<file path="src/hdl/ctb_pkg.sv">
// ----------------------------------------------------------------------------
// Clipped transparent blitter package
// Widths, word layouts, command codes and the geometry microprogram shared by
// the blitter modules.
// ----------------------------------------------------------------------------
package ctb_pkg;

   // Pixel stores
   localparam int STORE_DEPTH = 16384;
   localparam int MEM_AW      = $clog2(STORE_DEPTH);
   // Walk addresses must hold row * stride + column for 8-bit geometry.
   localparam int WALK_W      = 17;
   localparam int ADDR_W      = (MEM_AW >= WALK_W) ? MEM_AW + 1 : WALK_W;
   localparam logic [ADDR_W-1:0] DEPTH_LIMIT = ADDR_W'(STORE_DEPTH);

   // Field widths
   localparam int PIX_W     = 8;
   localparam int PADDR_W   = 14;
   localparam int COORD_W   = 10;
   localparam int REG_W     = 8;
   localparam int CSR_IDX_W = 3;
   localparam int MODE_W    = 2;

   // Request word layout
   localparam int IN_ADDR_LSB    = 0;
   localparam int IN_VALUE_LSB   = IN_ADDR_LSB + PADDR_W;
   localparam int IN_RL_LSB      = IN_VALUE_LSB + PIX_W;
   localparam int IN_RT_LSB      = IN_RL_LSB + COORD_W;
   localparam int IN_RR_LSB      = IN_RT_LSB + COORD_W;
   localparam int IN_RB_LSB      = IN_RR_LSB + COORD_W;
   localparam int IN_DX_LSB      = IN_RB_LSB + COORD_W;
   localparam int IN_DY_LSB      = IN_DX_LSB + COORD_W;
   localparam int IN_DATA_W      = ((IN_DY_LSB + COORD_W + 7) / 8) * 8;
   localparam int USER_MODE_LSB  = 0;
   localparam int USER_TRANS_BIT = USER_MODE_LSB + MODE_W;
   localparam int IN_USER_W      = USER_TRANS_BIT + 1;

   // Response word layout
   localparam int OUT_RD_LSB     = 0;
   localparam int OUT_COPIED_BIT = OUT_RD_LSB + PIX_W;
   localparam int OUT_DATA_W     = ((OUT_COPIED_BIT + 1 + 7) / 8) * 8;

   typedef enum logic [MODE_W-1:0] {
      MODE_WR_SRC,
      MODE_WR_DST,
      MODE_RD_DST,
      MODE_BLIT
   } mode_type;

   typedef enum logic [CSR_IDX_W-1:0] {
      CSR_SRC_WIDTH,
      CSR_SRC_HEIGHT,
      CSR_DST_WIDTH,
      CSR_DST_HEIGHT,
      CSR_CLIP_LEFT,
      CSR_CLIP_TOP,
      CSR_CLIP_RIGHT,
      CSR_CLIP_BOTTOM
   } csr_idx_type;

   typedef enum logic [2:0] {
      ST_IDLE,
      ST_GEOM,
      ST_COPY,
      ST_DRAIN,
      ST_DONE
   } top_state_type;

   typedef enum logic [1:0] {
      SQ_IDLE,
      SQ_FETCH,
      SQ_EXEC
   } seq_state_type;

   // Geometry unit
   localparam int ALU_W = 18;

   typedef enum logic [2:0] {
      ALU_ADD,
      ALU_SUB,
      ALU_MAX,
      ALU_MIN,
      ALU_MUL
   } alu_op_type;

   // Operands: outside values first, then the scratch registers.
   typedef enum logic [4:0] {
      OPND_ZERO,
      OPND_REQ_L,
      OPND_REQ_T,
      OPND_REQ_R,
      OPND_REQ_B,
      OPND_DEST_X,
      OPND_DEST_Y,
      OPND_SRC_W,
      OPND_SRC_H,
      OPND_DST_W,
      OPND_CLIP_L,
      OPND_CLIP_T,
      OPND_CLIP_R,
      OPND_CLIP_B,
      OPND_SL,
      OPND_ST,
      OPND_SR,
      OPND_SB,
      OPND_DX,
      OPND_DY,
      OPND_DL,
      OPND_DT,
      OPND_DR,
      OPND_DB,
      OPND_CL,
      OPND_CT,
      OPND_CR,
      OPND_CB,
      OPND_W,
      OPND_H,
      OPND_SA,
      OPND_DA
   } opnd_type;

   localparam int TMP_COUNT = 18;
   localparam int TMP_W     = $clog2(TMP_COUNT);

   typedef struct packed {
      alu_op_type op;
      opnd_type   a;
      opnd_type   b;
      opnd_type   dst;
      logic       chk;   // stop with an empty result when dst <= 0
   } uop_type;

   localparam int UCODE_LEN = 26;
   localparam int PC_W      = $clog2(UCODE_LEN);
   localparam logic [PC_W-1:0] PC_LAST = PC_W'(UCODE_LEN - 1);

   function automatic uop_type ucode(logic [PC_W-1:0] pc);
      uop_type u;
      u = '{ALU_ADD, OPND_ZERO, OPND_ZERO, OPND_SL, 1'b0};
      case (pc)
         // Request against the whole source bitmap
         5'd0:  u = '{ALU_MAX, OPND_REQ_L, OPND_ZERO,   OPND_SL, 1'b0};
         5'd1:  u = '{ALU_MAX, OPND_REQ_T, OPND_ZERO,   OPND_ST, 1'b0};
         5'd2:  u = '{ALU_MIN, OPND_REQ_R, OPND_SRC_W,  OPND_SR, 1'b0};
         5'd3:  u = '{ALU_MIN, OPND_REQ_B, OPND_SRC_H,  OPND_SB, 1'b0};
         5'd4:  u = '{ALU_SUB, OPND_SR,    OPND_SL,     OPND_W,  1'b1};
         5'd5:  u = '{ALU_SUB, OPND_SB,    OPND_ST,     OPND_H,  1'b1};
         // Move to the destination point
         5'd6:  u = '{ALU_SUB, OPND_DEST_X, OPND_REQ_L, OPND_DX, 1'b0};
         5'd7:  u = '{ALU_SUB, OPND_DEST_Y, OPND_REQ_T, OPND_DY, 1'b0};
         5'd8:  u = '{ALU_ADD, OPND_SL,    OPND_DX,     OPND_DL, 1'b0};
         5'd9:  u = '{ALU_ADD, OPND_ST,    OPND_DY,     OPND_DT, 1'b0};
         5'd10: u = '{ALU_ADD, OPND_SR,    OPND_DX,     OPND_DR, 1'b0};
         5'd11: u = '{ALU_ADD, OPND_SB,    OPND_DY,     OPND_DB, 1'b0};
         // Destination clip
         5'd12: u = '{ALU_MAX, OPND_DL,    OPND_CLIP_L, OPND_CL, 1'b0};
         5'd13: u = '{ALU_MAX, OPND_DT,    OPND_CLIP_T, OPND_CT, 1'b0};
         5'd14: u = '{ALU_MIN, OPND_DR,    OPND_CLIP_R, OPND_CR, 1'b0};
         5'd15: u = '{ALU_MIN, OPND_DB,    OPND_CLIP_B, OPND_CB, 1'b0};
         5'd16: u = '{ALU_SUB, OPND_CR,    OPND_CL,     OPND_W,  1'b1};
         5'd17: u = '{ALU_SUB, OPND_CB,    OPND_CT,     OPND_H,  1'b1};
         // Trim the source by the clip amounts
         5'd18: u = '{ALU_SUB, OPND_CL,    OPND_DL,     OPND_DX, 1'b0};
         5'd19: u = '{ALU_SUB, OPND_CT,    OPND_DT,     OPND_DY, 1'b0};
         5'd20: u = '{ALU_ADD, OPND_SL,    OPND_DX,     OPND_SL, 1'b0};
         5'd21: u = '{ALU_ADD, OPND_ST,    OPND_DY,     OPND_ST, 1'b0};
         // Start addresses
         5'd22: u = '{ALU_MUL, OPND_ST,    OPND_SRC_W,  OPND_SA, 1'b0};
         5'd23: u = '{ALU_ADD, OPND_SA,    OPND_SL,     OPND_SA, 1'b0};
         5'd24: u = '{ALU_MUL, OPND_CT,    OPND_DST_W,  OPND_DA, 1'b0};
         5'd25: u = '{ALU_ADD, OPND_DA,    OPND_CL,     OPND_DA, 1'b0};
         default: u = '{ALU_ADD, OPND_ZERO, OPND_ZERO, OPND_SL, 1'b0};
      endcase
      return u;
   endfunction

   typedef struct packed {
      logic signed [COORD_W-1:0] req_l;
      logic signed [COORD_W-1:0] req_t;
      logic signed [COORD_W-1:0] req_r;
      logic signed [COORD_W-1:0] req_b;
      logic signed [COORD_W-1:0] dest_x;
      logic signed [COORD_W-1:0] dest_y;
      logic [REG_W-1:0]          src_w;
      logic [REG_W-1:0]          src_h;
      logic [REG_W-1:0]          dst_w;
      logic [REG_W-1:0]          clip_l;
      logic [REG_W-1:0]          clip_t;
      logic [REG_W-1:0]          clip_r;
      logic [REG_W-1:0]          clip_b;
   } geom_in_type;

   typedef struct packed {
      logic              done;
      logic              ok;
      logic [ADDR_W-1:0] sa;
      logic [ADDR_W-1:0] da;
      logic [REG_W-1:0]  w;
      logic [REG_W-1:0]  h;
   } geom_out_type;

endpackage

</file>
<file path="src/hdl/ctb_geom.sv">
// ----------------------------------------------------------------------------
// Blit geometry unit
// Runs the clipping microprogram on one shared add, subtract, min, max and
// multiply unit, a fetch state and an execute state per step, and hands back
// the start addresses and the size of the area to copy.
// ----------------------------------------------------------------------------
module ctb_geom (
   input  logic                   clock,
   input  logic                   reset,
   input  logic                   start,
   input  ctb_pkg::geom_in_type   geom_in,
   output ctb_pkg::geom_out_type  geom_out
);

   ctb_pkg::seq_state_type state_ff, state_in;
   logic [ctb_pkg::PC_W-1:0] pc_ff, pc_in;
   logic signed [ctb_pkg::ALU_W-1:0] a_ff, b_ff;
   logic signed [ctb_pkg::ALU_W-1:0] rf [ctb_pkg::TMP_COUNT];
   logic signed [ctb_pkg::ALU_W-1:0] a_ext, b_ext, res;
   logic [2*ctb_pkg::REG_W-1:0] prod;
   logic [ctb_pkg::TMP_W-1:0] a_idx, b_idx, w_idx;
   logic a_tmp, b_tmp, nonpos, fetch_en, exec_en, finish;
   ctb_pkg::uop_type uop;

   logic done_ff, ok_ff;
   logic [ctb_pkg::ADDR_W-1:0] sa_ff, da_ff;
   logic [ctb_pkg::REG_W-1:0] w_ff, h_ff;

   function automatic logic signed [ctb_pkg::ALU_W-1:0] ext_value(
      ctb_pkg::opnd_type code, ctb_pkg::geom_in_type g);
      logic signed [ctb_pkg::ALU_W-1:0] v;
      v = '0;
      case (code)
         ctb_pkg::OPND_REQ_L:  v = ctb_pkg::ALU_W'(g.req_l);
         ctb_pkg::OPND_REQ_T:  v = ctb_pkg::ALU_W'(g.req_t);
         ctb_pkg::OPND_REQ_R:  v = ctb_pkg::ALU_W'(g.req_r);
         ctb_pkg::OPND_REQ_B:  v = ctb_pkg::ALU_W'(g.req_b);
         ctb_pkg::OPND_DEST_X: v = ctb_pkg::ALU_W'(g.dest_x);
         ctb_pkg::OPND_DEST_Y: v = ctb_pkg::ALU_W'(g.dest_y);
         ctb_pkg::OPND_SRC_W:  v = ctb_pkg::ALU_W'(g.src_w);
         ctb_pkg::OPND_SRC_H:  v = ctb_pkg::ALU_W'(g.src_h);
         ctb_pkg::OPND_DST_W:  v = ctb_pkg::ALU_W'(g.dst_w);
         ctb_pkg::OPND_CLIP_L: v = ctb_pkg::ALU_W'(g.clip_l);
         ctb_pkg::OPND_CLIP_T: v = ctb_pkg::ALU_W'(g.clip_t);
         ctb_pkg::OPND_CLIP_R: v = ctb_pkg::ALU_W'(g.clip_r);
         ctb_pkg::OPND_CLIP_B: v = ctb_pkg::ALU_W'(g.clip_b);
         default:              v = '0;
      endcase
      return v;
   endfunction

   assign uop   = ctb_pkg::ucode(pc_ff);
   assign a_tmp = (uop.a >= ctb_pkg::OPND_SL);
   assign b_tmp = (uop.b >= ctb_pkg::OPND_SL);
   assign a_idx = ctb_pkg::TMP_W'(uop.a - ctb_pkg::OPND_SL);
   assign b_idx = ctb_pkg::TMP_W'(uop.b - ctb_pkg::OPND_SL);
   assign w_idx = ctb_pkg::TMP_W'(uop.dst - ctb_pkg::OPND_SL);
   assign a_ext = ext_value(uop.a, geom_in);
   assign b_ext = ext_value(uop.b, geom_in);

   // Shared unit. Row indexes fed to the multiply are known to fit 8 bits.
   assign prod = a_ff[ctb_pkg::REG_W-1:0] * b_ff[ctb_pkg::REG_W-1:0];

   always_comb begin
      case (uop.op)
         ctb_pkg::ALU_ADD: res = a_ff + b_ff;
         ctb_pkg::ALU_SUB: res = a_ff - b_ff;
         ctb_pkg::ALU_MAX: res = (a_ff > b_ff) ? a_ff : b_ff;
         ctb_pkg::ALU_MIN: res = (a_ff < b_ff) ? a_ff : b_ff;
         ctb_pkg::ALU_MUL: res = ctb_pkg::ALU_W'(prod);
         default:          res = '0;
      endcase
   end

   assign nonpos = res[ctb_pkg::ALU_W-1] || (res == '0);
   assign finish = (uop.chk && nonpos) || (pc_ff == ctb_pkg::PC_LAST);

   // Next state
   always_comb begin
      state_in = state_ff;
      unique case (state_ff)
         ctb_pkg::SQ_IDLE:  if (start) state_in = ctb_pkg::SQ_FETCH;
         ctb_pkg::SQ_FETCH: state_in = ctb_pkg::SQ_EXEC;
         ctb_pkg::SQ_EXEC: begin
            if (finish) state_in = ctb_pkg::SQ_IDLE;
            else        state_in = ctb_pkg::SQ_FETCH;
         end
         default:           state_in = ctb_pkg::SQ_IDLE;
      endcase
   end

   // State outputs
   always_comb begin
      fetch_en = 1'b0;
      exec_en  = 1'b0;
      pc_in    = pc_ff;
      unique case (state_ff)
         ctb_pkg::SQ_IDLE:  if (start) pc_in = '0;
         ctb_pkg::SQ_FETCH: fetch_en = 1'b1;
         ctb_pkg::SQ_EXEC: begin
            exec_en = 1'b1;
            if (!finish) pc_in = pc_ff + 1'b1;
         end
         default:           pc_in = '0;
      endcase
   end

   always_ff @(posedge clock) begin
      if (reset) begin
         state_ff <= ctb_pkg::SQ_IDLE;
         pc_ff    <= '0;
         done_ff  <= 1'b0;
      end else begin
         state_ff <= state_in;
         pc_ff    <= pc_in;
         done_ff  <= exec_en && finish;
      end
   end

   // Scratch register file: one write port, two registered read ports.
   always_ff @(posedge clock) begin
      if (exec_en) rf[w_idx] <= res;
      if (fetch_en) begin
         a_ff <= a_tmp ? rf[a_idx] : a_ext;
         b_ff <= b_tmp ? rf[b_idx] : b_ext;
      end
   end

   always_ff @(posedge clock) begin
      if (exec_en) begin
         ok_ff <= !(uop.chk && nonpos);
         if (uop.dst == ctb_pkg::OPND_SA) sa_ff <= ctb_pkg::ADDR_W'(res);
         if (uop.dst == ctb_pkg::OPND_DA) da_ff <= ctb_pkg::ADDR_W'(res);
         if (uop.dst == ctb_pkg::OPND_W)  w_ff  <= res[ctb_pkg::REG_W-1:0];
         if (uop.dst == ctb_pkg::OPND_H)  h_ff  <= res[ctb_pkg::REG_W-1:0];
      end
   end

   assign geom_out.done = done_ff;
   assign geom_out.ok   = ok_ff;
   assign geom_out.sa   = sa_ff;
   assign geom_out.da   = da_ff;
   assign geom_out.w    = w_ff;
   assign geom_out.h    = h_ff;

endmodule

</file>
<file path="config.mk">
export PLATFORM = sky130hd
export DESIGN_NAME = ctb_geom
export DESIGN_NICKNAME = d
export VERILOG_FILES = /design/src/hdl/ctb_pkg.sv /design/src/hdl/ctb_geom.sv
export SDC_FILE = /design/constraint.sdc
export NUM_CORES = 1
export LEC_CHECK = 0
export BUFFER_PORTS_ARGS = -buffer_cell sky130_fd_sc_hd__buf_2
export CORE_MARGIN = 5
export CORE_UTILIZATION = 56
export DETAILED_ROUTE_END_ITERATION = 16
export GPL_TIMING_DRIVEN = 0
export PLACE_DENSITY = 0.81
export SKIP_CTS_REPAIR_TIMING = 1
export SYNTH_ARGS = -nofsm -noshare
export SYNTH_HDL_FRONTEND = slang
export SYNTH_SLANG_ARGS = --single-unit
</file>
<file path="constraint.sdc">
create_clock -name clock -period 7.3 [get_ports clock]
set_input_delay 1.46 -clock clock [delete_from_list [all_inputs] [get_ports clock]]
set_output_delay 1.46 -clock clock [all_outputs]
set_load 0.01 [all_outputs]
</file>
==> results by group <==
Outcome
  – Status: finished with violations
  – Failing checks: capacitance limit

Clock tree
  – Worst-Skew Late Latency: 0.57 ns
  – Reg clk slew, reported paths: 0.07 ns
  – CTS tree: yes
  – Clock sinks: 438
  – CTS root buffer: clkbuf_16
  – H-tree depth: 2
  – Clock Path Buffers: 3
  – Num CTS Buffers: 41

STA
  – Slew Limit Fails: 0
  – Final Critical Period: 7.25 ns
  – Slew headroom: 1.08%
  – Hold WS: 0.547 ns
  – Hold Violations, Final: 0
  – Crit share post-route: 99.4%
  – Worst-Margin Slew: 1.47 ns
  – Fmax: 138 MHz
  – TNS Setup: 0 ns
  – Final setup skew: 0.0271 ns
  – RSZ-0062 raised after global routing: true
  – Setup-failing EPs final: 0

Power and ir drop
  – Static Leak: 10.7 nW
  – Pwr dens: 201 mW/mm²
  – Worst VDD drop: 263 µV

Synthesis
  – Syn Inst Count: 1909
  – Synth Cell Area: 0.0257 mm²
  – Number of enable flip-flop cells after synthesis: 411
  – Sequential area share after synthesis: 50.1%
  – Syn nets: 2151
  – Top post-synthesis cells by area: edfxtp_1, mux4_2, ha_1, fa_1, a22oi_1
  – Avg Inst Size Synth: 13.5 µm²
  – Number of synthesized register bits: 438
  – Top cell type's share of synthesized area: 48.0%
  – Ys flop type: edfxtp_1
  – Async SR Flop Fraction: 0%
  – Yosys top cell by area: edfxtp_1
  – Synth cell types: 95
  – Ys Warns: 0

Placed design
  – Routability congestion estimate from global placement: 0.971
  – Placed Instances: 2701
  – Placed Area: 0.0277 mm²
  – # port buffers: 169
  – Dpl hpwl: 63.8 mm

Flow run
  – Max Cap Violations: 1

Worst setup path
  – Kind of critical path: reg -> reg
  – Worst Path Max Fanout: 12
  – Crit path capture type: flip-flop
  – Crit. Startpoint: b_ff[4]
  – Startpoint Class: flip-flop
  – Worst EP required: 7.76 ns
  – WP data arrival: 7.71 ns
  – R2R Path Start: b_ff[4]

Floorplan
  – Die area: 0.0503 mm²
  – Initial Utilization: 56.6%
  – Core area: 0.0454 mm²
  – Die H: 224 µm
  – Core Rows: 78
  – Width of the die: 224 µm
  – Boundary Pins: 171

Global routing
  – Largest net degree at the start of global routing: 37
  – Vias in the first global route: 20300
  – Initial antenna violation count: 8
  – Overflow after GRT: 0
  – Global-route wire length before repair: 130 mm
  – Tot GR Track Use: 34.5%

Routing
  – DRC: 0
  – Total wire length: 90.8 mm
  – Pre-antenna DRT Iters: 14
  – Met3 wire length: 11.0 mm
  – Vias: 20500
  – Met1 WL: 30.4 mm
  – WL/cell: 32.1 µm
  – Met2 routed WL: 43.4 mm
  – Top Metal Used: met5
  – DR iter-0 viols: 3251
  – Vias/cell: 7.25
  – Final ANT Viol Nets: 0

Final layout
  – Multi-input logic area: 0.0124 mm²
  – Most frequent cells in the layout: edfxtp_1, mux4_2, buf_2
  – Leading cell type in the layout, fill and taps excluded: edfxtp_1
  – FF+latch area: 0.0129 mm²
  – Area Overhead vs Synth: 15.9%
  – Final net count: 2437
  – Cell Count, Final, Fillers Out: 2830
  – Layout cells sized above 1: 27.5%
  – Layout fillers: 3164
  – Final instance area: 0.0298 mm²
  – Post-Route Utilization: 65.6%

Hold path
  – Min-delay src: state_ff[0]
  – Hold Crit Class: reg -> reg
[sequential cells by signal, indices dropped and copies added, names as in the netlist]
name and count:
state_ff 2, b_ff 18, rf 324, da_ff 17, sa_ff 17, a_ff 18
uop 19, done_ff 1, ok_ff 1, pc_ff 5, w_ff 8, h_ff 8
[kinds of logic after synthesis]
| kind of cell | after synthesis | share of synthesized area (%) |
|---|---|---|
| and+or+nand+nor | 461 | 8.94 |
| DFF | 438 | 50.1 |
| AOI/OAI and AO/OA | 427 | 11.6 |
| muxes | 239 | 18.2 |
| buffers and inverters | 192 | 3.03 |
| adders and majority gates | 123 | 7.10 |
| xor gates and xnor gates | 29 | 0.989 |
[worst paths after layout]
kind / to / slack (ns) / cells past startpoint
worst max-delay path: uop[15] / 0.05 / 25
worst min-delay path: state_ff[0] / 0.55 / 1
worst max register to register: uop[15] / 0.05 / 25
worst min register to register: state_ff[0] / 0.55 / 1
[worst max-delay path: stages (launching register included)]
cell	delay (ns)
edfxtp_1	0.55
buf_6	0.20
and2_1	0.16
fa_1	0.39
fa_1	0.49
inv_1	0.06
fa_1	0.51
fa_1	0.50
inv_1	0.05
ha_1	0.31
o21ai_0	0.16
o21ai_1	0.16
a211oi_2	0.37
xor2_1	0.20
nor2_1	0.10
a221o_1	0.33
a211o_1	0.27
or4_4	0.48
o31a_1	0.42
nand3_2	0.12
mux2_4	0.35
nor2_4	0.13
clkbuf_4	0.26
ha_2	0.27
o32ai_1	0.12
a21oi_1	0.20
[layer usage]
| layer | track usage, % | up-vias |
|---|---|---|
| met5 | 0 | - |
| met3 | 8.30 | 468 |
| met4 | 16.9 | 10 |
| met1 | 42.4 | 10100 |
| li1 | - | 8201 |
| met2 | 57.8 | 1778 |
[per-stage QoR]
step                setup WS, ns  power [W]
floorplan                  0.347    0.00344
global placement           -1.31    0.00370
detailed placement         -1.50    0.00373
CTS                        -1.54    0.00585
global route              -0.179    0.00617
finish                    0.0456    0.00598
[final cells by class]
| cell class | instances | share of cell area, % |
|---|---|---|
| inverter | 93 | 1.20 |
| sequential | 438 | 43.3 |
| buffer | 99 | 1.56 |
| timing repair buffer | 240 | 5.30 |
| antenna | 2 | 0.0168 |
| clock buffer | 47 | 3.66 |
| clock inverter | 29 | 0.840 |
| multi-input combinational | 1282 | 41.6 |
| tap | 600 | 2.52 |
[synth_stat cells (18+ instances only)]
master,count
mux2i_1,49
a21oi_1,53
nand2_1,124
dfxtp_1,27
a22oi_1,95
nand3_1,52
and2_1,45
ha_1,85
inv_1,88
nor2_1,108
mux4_2,180
clkbuf_1,65
nor2b_1,18
nor3_1,27
o21ai_0,112
fa_1,38
edfxtp_1,411
[power breakdown]
group / internal, W / switching (W)
clock: 0.00119 / 0.000965
combinational: 0.000370 / 0.000607
sequential: 0.00282 / 0.0000234
total: 0.00439 / 0.00160
(Power assumes the default switching activity.)
